## src/rtl/core/hsrd_pkg.sv

```systemverilog
`timescale 1ns / 1ps
package hsrd_pkg;

  localparam int unsigned FIFO_DEPTH    = 10;
  localparam int unsigned PAYLOAD_BYTES = 24;
  localparam int unsigned REC_BYTES     = 22;
  localparam int unsigned IDX_W         = $clog2(PAYLOAD_BYTES);
  localparam int unsigned SLOT_W        = $clog2(FIFO_DEPTH);
  localparam int unsigned CNT_W         = $clog2(FIFO_DEPTH + 1);
  localparam int unsigned FILL_W        = 4;

  localparam logic [7:0] SYNC_FIRST  = 8'hAA;
  localparam logic [7:0] SYNC_SECOND = 8'h55;

  localparam logic FUNC_BYTE = 1'b0;
  localparam logic FUNC_POP  = 1'b1;
  localparam logic KIND_POP  = 1'b0;
  localparam logic KIND_DROP = 1'b1;

  typedef enum logic [1:0] {
    PH_HUNT,
    PH_SYNC2,
    PH_GATHER
  } phase_e;

  typedef struct packed {
    logic       func;
    logic [7:0] rx_byte;
  } in_beat_t;

  typedef struct packed {
    logic [15:0] charge_level;
    logic [31:0] speed_bits;
    logic [31:0] odometer_bits;
    logic [31:0] shown_speed_bits;
    logic [47:0] station_address;
  } rec_t;

  typedef struct packed {
    logic              kind;
    logic [15:0]       charge_level;
    logic [31:0]       speed_bits;
    logic [31:0]       odometer_bits;
    logic [31:0]       shown_speed_bits;
    logic [47:0]       station_address;
    logic [FILL_W-1:0] fill_level;
  } out_beat_t;

  typedef struct packed {
    logic is_pop;
    rec_t rec;
  } cmd_t;

  function automatic logic [FILL_W-1:0] to_fill(input logic [CNT_W-1:0] cnt);
    return FILL_W'(cnt);
  endfunction

endpackage

```

## src/rtl/core/hsrd_front.sv

```systemverilog
`timescale 1ns / 1ps
module hsrd_front
  import hsrd_pkg::*;
(
  input  logic     clk_i,
  input  logic     rst_ni,
  input  logic     accept_i,
  input  in_beat_t item_i,
  output logic     cmd_valid_o,
  output cmd_t     cmd_o
);

  phase_e           phase_q, phase_d;
  logic [IDX_W-1:0] idx_q, idx_d;
  logic [7:0]       asm_q [REC_BYTES];
  logic [7:0]       asm_view [REC_BYTES];
  logic             is_byte;
  logic             last_byte;
  logic             store_byte;

  assign is_byte    = accept_i && (item_i.func == FUNC_BYTE);
  assign last_byte  = (idx_q == IDX_W'(PAYLOAD_BYTES - 1));
  assign store_byte = is_byte && (phase_q == PH_GATHER) && (idx_q < IDX_W'(REC_BYTES));

  // next state
  always_comb begin
    phase_d = phase_q;
    idx_d   = idx_q;
    if (is_byte) begin
      case (phase_q)
        PH_SYNC2: begin
          phase_d = (item_i.rx_byte == SYNC_SECOND) ? PH_GATHER : PH_HUNT;
          idx_d   = '0;
        end
        PH_GATHER: begin
          if (last_byte) begin
            phase_d = PH_HUNT;
            idx_d   = '0;
          end else begin
            idx_d = idx_q + 1'b1;
          end
        end
        default: begin
          phase_d = (item_i.rx_byte == SYNC_FIRST) ? PH_SYNC2 : PH_HUNT;
        end
      endcase
    end
  end

  // outputs
  always_comb begin
    asm_view = asm_q;
    if (store_byte) begin
      asm_view[idx_q] = item_i.rx_byte;
    end
    cmd_valid_o = 1'b0;
    cmd_o.is_pop = 1'b0;
    cmd_o.rec.charge_level     = {asm_view[1], asm_view[0]};
    cmd_o.rec.speed_bits       = {asm_view[7], asm_view[6], asm_view[5], asm_view[4]};
    cmd_o.rec.odometer_bits    = {asm_view[11], asm_view[10], asm_view[9], asm_view[8]};
    cmd_o.rec.shown_speed_bits = {asm_view[15], asm_view[14], asm_view[13], asm_view[12]};
    cmd_o.rec.station_address  = {asm_view[16], asm_view[17], asm_view[18],
                                  asm_view[19], asm_view[20], asm_view[21]};
    if (accept_i && (item_i.func == FUNC_POP)) begin
      cmd_valid_o  = 1'b1;
      cmd_o.is_pop = 1'b1;
    end else if (is_byte && (phase_q == PH_GATHER) && last_byte) begin
      cmd_valid_o = 1'b1;
    end
  end

  always_ff @(posedge clk_i or negedge rst_ni) begin
    if (!rst_ni) begin
      phase_q <= PH_HUNT;
      idx_q   <= '0;
    end else begin
      phase_q <= phase_d;
      idx_q   <= idx_d;
    end
  end

  always_ff @(posedge clk_i) begin
    if (store_byte) begin
      asm_q[idx_q] <= item_i.rx_byte;
    end
  end

`ifndef SYNTH
  a_record_only_in_gather: assert property (@(posedge clk_i) disable iff (!rst_ni)
    (cmd_valid_o && !cmd_o.is_pop) |-> (phase_q == PH_GATHER && $past(phase_q) == PH_GATHER
                                        || idx_q == '0))
    else $error("record emitted outside payload gathering");
`endif

endmodule

```

## src/rtl/core/hsrd_cmd_queue.sv

```systemverilog
`timescale 1ns / 1ps
module hsrd_cmd_queue
  import hsrd_pkg::*;
(
  input  logic clk_i,
  input  logic rst_ni,
  input  logic wr_en_i,
  input  cmd_t wr_data_i,
  output logic full_o,
  input  logic rd_en_i,
  output cmd_t rd_data_o,
  output logic empty_o
);

  cmd_t       mem_q [2];
  logic       wr_ptr_q, rd_ptr_q;
  logic [1:0] cnt_q;

  assign full_o    = (cnt_q == 2'd2);
  assign empty_o   = (cnt_q == 2'd0);
  assign rd_data_o = mem_q[rd_ptr_q];

  always_ff @(posedge clk_i or negedge rst_ni) begin
    if (!rst_ni) begin
      wr_ptr_q <= 1'b0;
      rd_ptr_q <= 1'b0;
      cnt_q    <= '0;
    end else begin
      if (wr_en_i) begin
        wr_ptr_q <= ~wr_ptr_q;
      end
      if (rd_en_i) begin
        rd_ptr_q <= ~rd_ptr_q;
      end
      case ({wr_en_i, rd_en_i})
        2'b10:   cnt_q <= cnt_q + 2'd1;
        2'b01:   cnt_q <= cnt_q - 2'd1;
        default: cnt_q <= cnt_q;
      endcase
    end
  end

  always_ff @(posedge clk_i) begin
    if (wr_en_i) begin
      mem_q[wr_ptr_q] <= wr_data_i;
    end
  end

`ifndef SYNTH
  a_no_overflow: assert property (@(posedge clk_i) disable iff (!rst_ni)
    full_o |-> !(wr_en_i && !rd_en_i))
    else $error("command queue overflow");
  a_no_underflow: assert property (@(posedge clk_i) disable iff (!rst_ni)
    rd_en_i |-> !empty_o)
    else $error("command queue underflow");
`endif

endmodule

```

## src/rtl/core/hsrd_back.sv

```systemverilog
`timescale 1ns / 1ps
module hsrd_back
  import hsrd_pkg::*;
(
  input  logic      clk_i,
  input  logic      rst_ni,
  input  logic      cmd_empty_i,
  input  cmd_t      cmd_i,
  output logic      cmd_take_o,
  input  logic      pop_i,
  output logic      empty_o,
  output out_beat_t result_o
);

  rec_t              store_q [FIFO_DEPTH];
  logic [SLOT_W-1:0] rd_q, wr_q;
  logic [CNT_W-1:0]  cnt_q;
  logic              out_valid_q;
  out_beat_t         out_q;
  logic              is_full;
  logic              do_pop, do_push, do_drop;

  assign empty_o    = !out_valid_q;
  assign result_o   = out_q;
  assign cmd_take_o = !cmd_empty_i && (!out_valid_q || pop_i);
  assign is_full    = (cnt_q == CNT_W'(FIFO_DEPTH));
  assign do_pop     = cmd_take_o && cmd_i.is_pop && (cnt_q != '0);
  assign do_push    = cmd_take_o && !cmd_i.is_pop && !is_full;
  assign do_drop    = cmd_take_o && !cmd_i.is_pop && is_full;

  always_ff @(posedge clk_i or negedge rst_ni) begin
    if (!rst_ni) begin
      rd_q        <= '0;
      wr_q        <= '0;
      cnt_q       <= '0;
      out_valid_q <= 1'b0;
    end else begin
      if (do_pop) begin
        rd_q  <= (rd_q == SLOT_W'(FIFO_DEPTH - 1)) ? '0 : rd_q + 1'b1;
        cnt_q <= cnt_q - 1'b1;
      end
      if (do_push) begin
        wr_q  <= (wr_q == SLOT_W'(FIFO_DEPTH - 1)) ? '0 : wr_q + 1'b1;
        cnt_q <= cnt_q + 1'b1;
      end
      if (cmd_take_o) begin
        out_valid_q <= do_pop || do_drop;
      end else if (pop_i && out_valid_q) begin
        out_valid_q <= 1'b0;
      end
    end
  end

  always_ff @(posedge clk_i) begin
    if (do_push) begin
      store_q[wr_q] <= cmd_i.rec;
    end
    if (do_pop) begin
      out_q <= {KIND_POP, store_q[rd_q], to_fill(cnt_q - 1'b1)};
    end else if (do_drop) begin
      out_q <= {KIND_DROP, cmd_i.rec, to_fill(cnt_q)};
    end
  end

`ifndef SYNTH
  a_count_bounded: assert property (@(posedge clk_i) disable iff (!rst_ni)
    cnt_q <= CNT_W'(FIFO_DEPTH))
    else $error("record count exceeds depth");
  a_slots_in_range: assert property (@(posedge clk_i) disable iff (!rst_ni)
    (rd_q < SLOT_W'(FIFO_DEPTH)) && (wr_q < SLOT_W'(FIFO_DEPTH)))
    else $error("slot pointer out of range");
  a_drop_when_full: assert property (@(posedge clk_i) disable iff (!rst_ni)
    do_drop |=> (out_valid_q && out_q.kind == KIND_DROP && is_full))
    else $error("drop notice without full store");
`endif

endmodule

```

## src/rtl/core/header_sync_record_deframer_fifo_core.sv

```systemverilog
`timescale 1ns / 1ps
// Sync-word deframer with a record FIFO.
// Input channel (push/full, item_i): each beat is either a received serial
// byte (func = 0) or a pop request (func = 1). The byte path hunts for 0xAA
// followed directly by 0x55, then gathers a fixed-size payload into a
// record that is stored in a ring FIFO of FIFO_DEPTH records.
// Result channel (empty/pop, result_o): a pop request yields the oldest
// record (kind 0) unless the FIFO is empty; a record arriving while the
// FIFO is full yields a drop notice (kind 1) carrying that record.
// fill_level is the record count after the beat.
// Throughput: one input beat per cycle while full is low. The front decoder
// registers each command into a two-entry queue; the back end retires one
// command per cycle while its single output register is empty or popped, so
// a result passes through the queue entry and then the output register.
// If the receiver holds pop low, the output register stays loaded, the
// queue fills and full rises after two more command beats; byte beats that
// do not finish a record are still taken while the queue has room.
// Reset clears the framing state, the FIFO pointers and the count; record
// contents are not cleared.
module header_sync_record_deframer_fifo_core
  import hsrd_pkg::*;
(
  input  logic      clk_i,
  input  logic      rst_ni,
  input  logic      push,
  output logic      full,
  input  in_beat_t  item_i,
  output logic      empty,
  input  logic      pop,
  output out_beat_t result_o
);

  logic accept;
  logic cmd_valid;
  cmd_t cmd_in;
  cmd_t cmd_head;
  logic cmd_empty;
  logic cmd_take;

  assign accept = push && !full;

  hsrd_front u_front (
    .clk_i      (clk_i),
    .rst_ni     (rst_ni),
    .accept_i   (accept),
    .item_i     (item_i),
    .cmd_valid_o(cmd_valid),
    .cmd_o      (cmd_in)
  );

  hsrd_cmd_queue u_queue (
    .clk_i    (clk_i),
    .rst_ni   (rst_ni),
    .wr_en_i  (cmd_valid),
    .wr_data_i(cmd_in),
    .full_o   (full),
    .rd_en_i  (cmd_take),
    .rd_data_o(cmd_head),
    .empty_o  (cmd_empty)
  );

  hsrd_back u_back (
    .clk_i      (clk_i),
    .rst_ni     (rst_ni),
    .cmd_empty_i(cmd_empty),
    .cmd_i      (cmd_head),
    .cmd_take_o (cmd_take),
    .pop_i      (pop),
    .empty_o    (empty),
    .result_o   (result_o)
  );

endmodule

```

## config.mk

```make
export PLATFORM = sky130hd
export DESIGN_NAME = header_sync_record_deframer_fifo_core
export DESIGN_NICKNAME = d
export VERILOG_FILES = /design/src/rtl/core/hsrd_pkg.sv /design/src/rtl/core/hsrd_front.sv /design/src/rtl/core/hsrd_cmd_queue.sv /design/src/rtl/core/hsrd_back.sv /design/src/rtl/core/header_sync_record_deframer_fifo_core.sv
export SDC_FILE = /design/constraint.sdc
export NUM_CORES = 2
export LEC_CHECK = 0
export BUFFER_PORTS_ARGS = -buffer_cell sky130_fd_sc_hd__buf_2
export CAP_MARGIN = 20
export CORE_ASPECT_RATIO = 1.25
export CORE_MARGIN = 2
export CORE_UTILIZATION = 60
export DETAILED_ROUTE_END_ITERATION = 6
export PLACE_DENSITY = 0.77
export SLEW_MARGIN = 5
export SYNTH_ARGS = -nofsm -noshare
export SYNTH_HDL_FRONTEND = slang
export SYNTH_HIERARCHICAL = 1
export SYNTH_SLANG_ARGS = --single-unit
```

## constraint.sdc

```tcl
create_clock -name clk_i -period 32.7 [get_ports clk_i]
set_input_delay 1.635 -clock clk_i [delete_from_list [all_inputs] [get_ports clk_i]]
set_output_delay 1.635 -clock clk_i [all_outputs]
set_load 0.03 [all_outputs]
```

# Word level (Yosys, flattened, before mapping)
# Memory sizes are Yosys's and may differ from the RTL's.
# Cells that the tools add are included.
# Widths: inputs -> output; s select.
classes:
  bitwise: 4
  mul: 0
  div: 0
  n_mux: 26
  n_reduce_logical: 30
  n_lt_le_gt_ge: 3
  addsub: 7
  n_shift: 0
  eq_ne: 12
ops:
  columns: ["operator", "count"]
  rows:
  - ["$mux 164", 2]
  - ["$bwmux 176", 1]
  - ["$mux 176", 1]
  - ["$demux 8 s5", 1]
  - ["$mux 4", 4]
  - ["$logic_and 1x1->1", 14]
  - ["$add 4x1->4 const B", 3]
  - ["$eq 4x4->1 const B", 3]
  - ["$mux 1", 10]
  - ["$pmux 5 s2", 1]
  - ["$reduce_bool 2->1", 5]
  - ["$eq 8x7->1 const B", 1]
  - ["$eq 8x8->1 const B", 1]
  - ["$mux 8", 1]
  - ["$pmux 2 s2", 2]
  - ["$eq 2x2->1 const B", 3]
  - ["$ge 6x6->1 const B", 1]
  - ["$lt 6x1->1 const B", 1]
  - ["$not 5->6", 1]
  - ["$add 5x1->5 const B", 1]
  - ["$eq 5x5->1 const B", 1]
  - ["$logic_not 1->1", 5]
  - ["$lt 5x5->1 const B", 1]
  - ["$mux 5", 1]
  - ["other kinds (11)", 17]
word_totals:
  mem_bits_ro: 0
  ramBits: 1922
  reg_bits: 365
  latchBits: 0
  out_inout_bits: 167
  mem_count: 2
mem_list:
  columns: ["memory", "depth", "width", "rd", "rd_clocked_by_memory_dff", "wr", "line_no", "text"]
  rows:
  - ["u_back.store_q", 10, 160, 1, 0, 1, "hsrd_back.sv:15", "rec_t store_q [FIFO_DEPTH];"]
  - ["u_queue.mem_q", 2, 161, 1, 0, 1, "hsrd_cmd_queue.sv:15", "cmd_t mem_q [2];"]

# Depth between registers and ports, before layout
logic_depth:
  word_depth: 10
  mapped_depth: 11

# By module
# The synthesis kept the hierarchy.
modules_own_cells:
  columns: ["module", "area_each_um2", "cells_each", "instances", "seq_area_each_um2"]
  rows:
  - ["hsrd_back", 68315.5, 3330, 1, 53316.1]
  - ["hsrd_cmd_queue", 12119.1, 517, 1, 9769.4]
  - ["hsrd_front", 5949.5, 444, 1, 3378.2]
  - ["header_sync_record_deframer_fifo_core", 13.8, 1, 1, 0.0]

# Worst setup path after synthesis
# No wires, ideal clock.
synth_path:
  path_kind: "input-to-reg"
  startpoint: "in pop"
  endpoint: "mem u_back/store_q[7][0] (netlist bit) (enable)"
  n_path_buf: 0
  arrival_time_ns: 18.374
  stages: 3
  setup_slack_ns: 13.196
  path_cell_list: "nand2b_1 -> nand3_1 -> nor4b_1"
synth_via:
  elab_chain_len: 6
synth_rtl:
  columns: ["item", "line_no", "text"]
  rows:
  - ["from (decl)", "header_sync_record_deframer_fifo_core.sv:29", "input logic pop,"]
  - ["$logic_or 1x1->1", "hsrd_back.sv:25", "assign cmd_take_o = !cmd_empty_i && (!out_valid_q || pop_i);"]
  - ["$logic_and 1x1->1", "hsrd_back.sv:25", null]
  - ["$logic_and 1x1->1 (2 in a row)", "hsrd_back.sv:28", "assign do_push = cmd_take_o && !cmd_i.is_pop && !is_full;"]
  - ["$mux 1", "hsrd_back.sv:55", "if (do_push) begin"]
  - ["$mux 1 (not written as such)", "hsrd_back.sv:56", "store_q[wr_q] <= cmd_i.rec;"]
  - ["to (decl)", "hsrd_back.sv:15", null]
# Every way passes these cells.

==> key figures <==
Floorplanning
  – IO Count: 180
  – Core ar.: 143,000 um^2
  – Vertical extent of the die: 428 um
  – Horizontal extent of the die: 343 um
  – Starting density of the core: 0.604
  – Die footprint: 147,000 um^2
  – Placement Rows: 155

STA
  – Final Cycle Share: 0.157
  – Number of hold violations in the final report: 0
  – Setup ws final: 27.57 ns
  – Crit path time final: 5.13 ns
  – Max Clock Skew: 0.0270 ns
  – Setup-violating endpoint count in the final report: 0
  – Max transition margin: 0.212
  – Max-slew violation count: 0
  – Highest attainable clock frequency: 195 MHz
  – Final sum of negative setup slack: 0 ns
  – Transition time at the pin with the least slew margin: 1.18 ns
  – Unrepaired setup endpoints after global routing: false

Power
  – Leak: 32.4 nW
  – Power per unit of standard cell area: 93.0 nW/um^2
  – Max rail drop VDD: 0.116 mV

CTS
  – Count of clock tree sinks: 2,271
  – Post-CTS setup buffer count: 0
  – TritonCTS clock tree: done
  – Number of buffers between clock root and the deepest sink: 3
  – Clk Tree Root Cell: clkbuf_16
  – Hold_buf cts: 0
  – H-tree depth: 4
  – Number of buffers inserted during clock tree synthesis: 199
  – Clock-pin transition on the worst setup and hold timing paths: 0.07 ns
  – Worst-skew pair later-pin latency: 0.82 ns
  – Cells resized by post-CTS repair: 0

Yosys
  – Netlist area before placement: 86,400 um^2
  – Post-synth EDFFs: 2,086
  – Post-synth top flop: edfxtp_1
  – Ys Warns: 6
  – Syn Nets: 4,319
  – Avg Inst Size Synth: 20.1 um^2
  – Post-synthesis sequential element count: 2,271
  – Proportion of register bits with asynchronous set or reset after synthesis: 0.0106
  – Synth cell types: 57
  – Share of synthesized area occupied by flip-flops and latches: 0.769
  – Gate count of the mapped netlist: 4,292

GRT
  – Largest net degree at the start of global routing: 137
  – First-pass GRT wire length: 268,000 um
  – Global router's overall resource usage: 0.247
  – Vias in the first global route: 42,300
  – Initial antenna violation count: 14
  – Total global routing overflow: 0

Worst setup path
  – Crit path required time: 33.13 ns
  – Crit Reg-Reg Endpoint: u_back/store_q[6][143]
  – Startpoint Class: flop
  – Crit path max fanout: 48
  – Worst r2r src: u_queue/rd_ptr_q
  – Cell depth of the worst flop-to-flop path: 7
  – WS Path Type: reg -> reg
  – Type of destination of the critical path: flop
  – Arrival time reported for the critical path endpoint: 5.56 ns
  – FF-to-FF setup slack: 27.57 ns

Routing
  – DR vias: 40,900
  – DRC viols: 0
  – DRC marker count from the first detailed-route iteration: 4,396
  – Number of iterations in the first detailed-routing pass: 5
  – Vias per std cell: 6.24
  – Post-detailed-route wirelength per cell: 27.3 um
  – Remaining antenna violation count after routing: 0
  – Routed Wire Length: 179,000 um

Outcome
  – Result of the run: finished, final reports clean

Hold path
  – Origin of the worst min-delay path: u_front/asm_q[26]
  – Terminating pin of the worst hold path: u_front/asm_q[26]
  – Worst min path class: reg -> reg
  – Worst hold stages: 1

Layout
  – Layout cells sized above 1: 0.289
  – Leading cell type in the layout, fill and taps excluded: edfxtp_1
  – Most used cells in the layout excluding fill and tap cells: edfxtp_1, mux2_2, nand2_1
  – Net count of the finished layout: 4,523
  – Growth of design area from synthesis to finish: 11.0%

Place
  – Routability congestion estimate: 0.731
  – Count of input and output buffers: 179
  – HPWL reported at the end of detailed placement: 87,200 um
  – Dpl ws: 27.28 ns

Job
  – Number of max-cap violations: 0
stage by stage:
| step | hold WS, ns | cell area [um^2] | utilization | cells | power, mW |
|---|---|---|---|---|---|
| 2_1_floorplan | 0.444 | 86400 | - | 4292 | 5.94 |
| 3_3_place_gp | 0.452 | 89000 | 0.623 | 6177 | 6.50 |
| 3_5_place_dp | 0.466 | 89000 | 0.623 | 6177 | 6.57 |
| 4_1_cts | 0.480 | 95900 | 0.671 | 6555 | 8.99 |
| 5_1_grt | 0.498 | 95900 | 0.671 | 6560 | 9.29 |
| 6_report | 0.482 | 95900 | 0.671 | 6560 | 8.93 |
area by class of cell:
cell class              instances  area, um^2
diodes                          3        7.51
inverters                      12        45.0
multi-input cells            1771       18600
flip-flops and latches       2271       66500
clock buffers                 277        5580
fillers                      8753       47000
clock inverters               101        1310
repair buffers                241        1510
well taps                    1884        2360
flip-flops by register name (all words and copies together) (netlist names):
signal and cells:
u_back/rd_q 4, u_front/phase_q 2, u_queue/wr_ptr_q 1, u_front/asm_q 160
u_back/out_valid_q 1, u_front/idx_q 5, u_back/cnt_q 4, u_back/store_q 1600
u_back/wr_q 4, u_queue/mem_q 322, u_queue/rd_ptr_q 1, u_back/result_o 165
u_queue/cnt_q 2
critical path, stage by stage (launching register included):
cell	delay, ns
dfrtp_4	0.88
mux2_2	0.50
nor2_1	0.20
and3_1	0.30
nand3b_1	0.26
nor2_4	0.77
buf_4	0.83
buf_4	0.86
report_power, final:
part / internal [mW] / switching (mW)
sequential: 3.81 / 0.182
clock: 1.40 / 1.02
combinational: 0.959 / 1.55
cell families after synthesis:
kind of cell / Yosys count / share of synthesized area
AO/OA/AOI/OAI: 344 / 0.0207
XOR/XNOR: 12 / 0.00122
adder cells (fa/ha/maj): 14 / 0.00203
AND/OR/NAND/NOR: 434 / 0.0219
flip-flops: 2271 / 0.769
multiplexers: 967 / 0.169
buffers and inverters: 250 / 0.0161
worst max path at each step:
stage / to / from / slack, ns / cells past startpoint
floorplan: u_back/store_q[7][0] / pop / 13.20 / 3
global placement: u_back/store_q[6][6] / pop / 27.36 / 7
detailed placement: u_back/store_q[6][141] / pop / 27.28 / 7
CTS: u_back/result_o[143] / u_back/rd_q[0] / 27.40 / 7
global route: u_back/result_o[143] / u_back/rd_q[0] / 27.18 / 7
finish: u_back/store_q[6][143] / u_queue/rd_ptr_q / 27.57 / 7
cells in the mapped netlist, types with 23 or more instances:
cell type	count	area (um^2)
buf_6	44	495
o21ai_1	320	1600
edfxtp_1	2086	62600
buf_1	31	116
nor2_1	23	86.3
mux2_4	80	1200
mux2_2	376	4230
nand2_1	332	1250
mux2i_1	163	1630
dfxtp_1	161	3220
clkbuf_1	84	315
mux4_2	320	7210
mux2_1	28	315
dfrtp_1	24	601
buf_2	71	355
per-layer routing:
layer | track usage | part of all wire
met4 | 0.0692 | 0.023
met1 | 0.346 | 0.40
met5 | 0 | 0.00045
met3 | 0.0394 | 0.071
met2 | 0.407 | 0.50
Power figures use the tool's default switching activity.
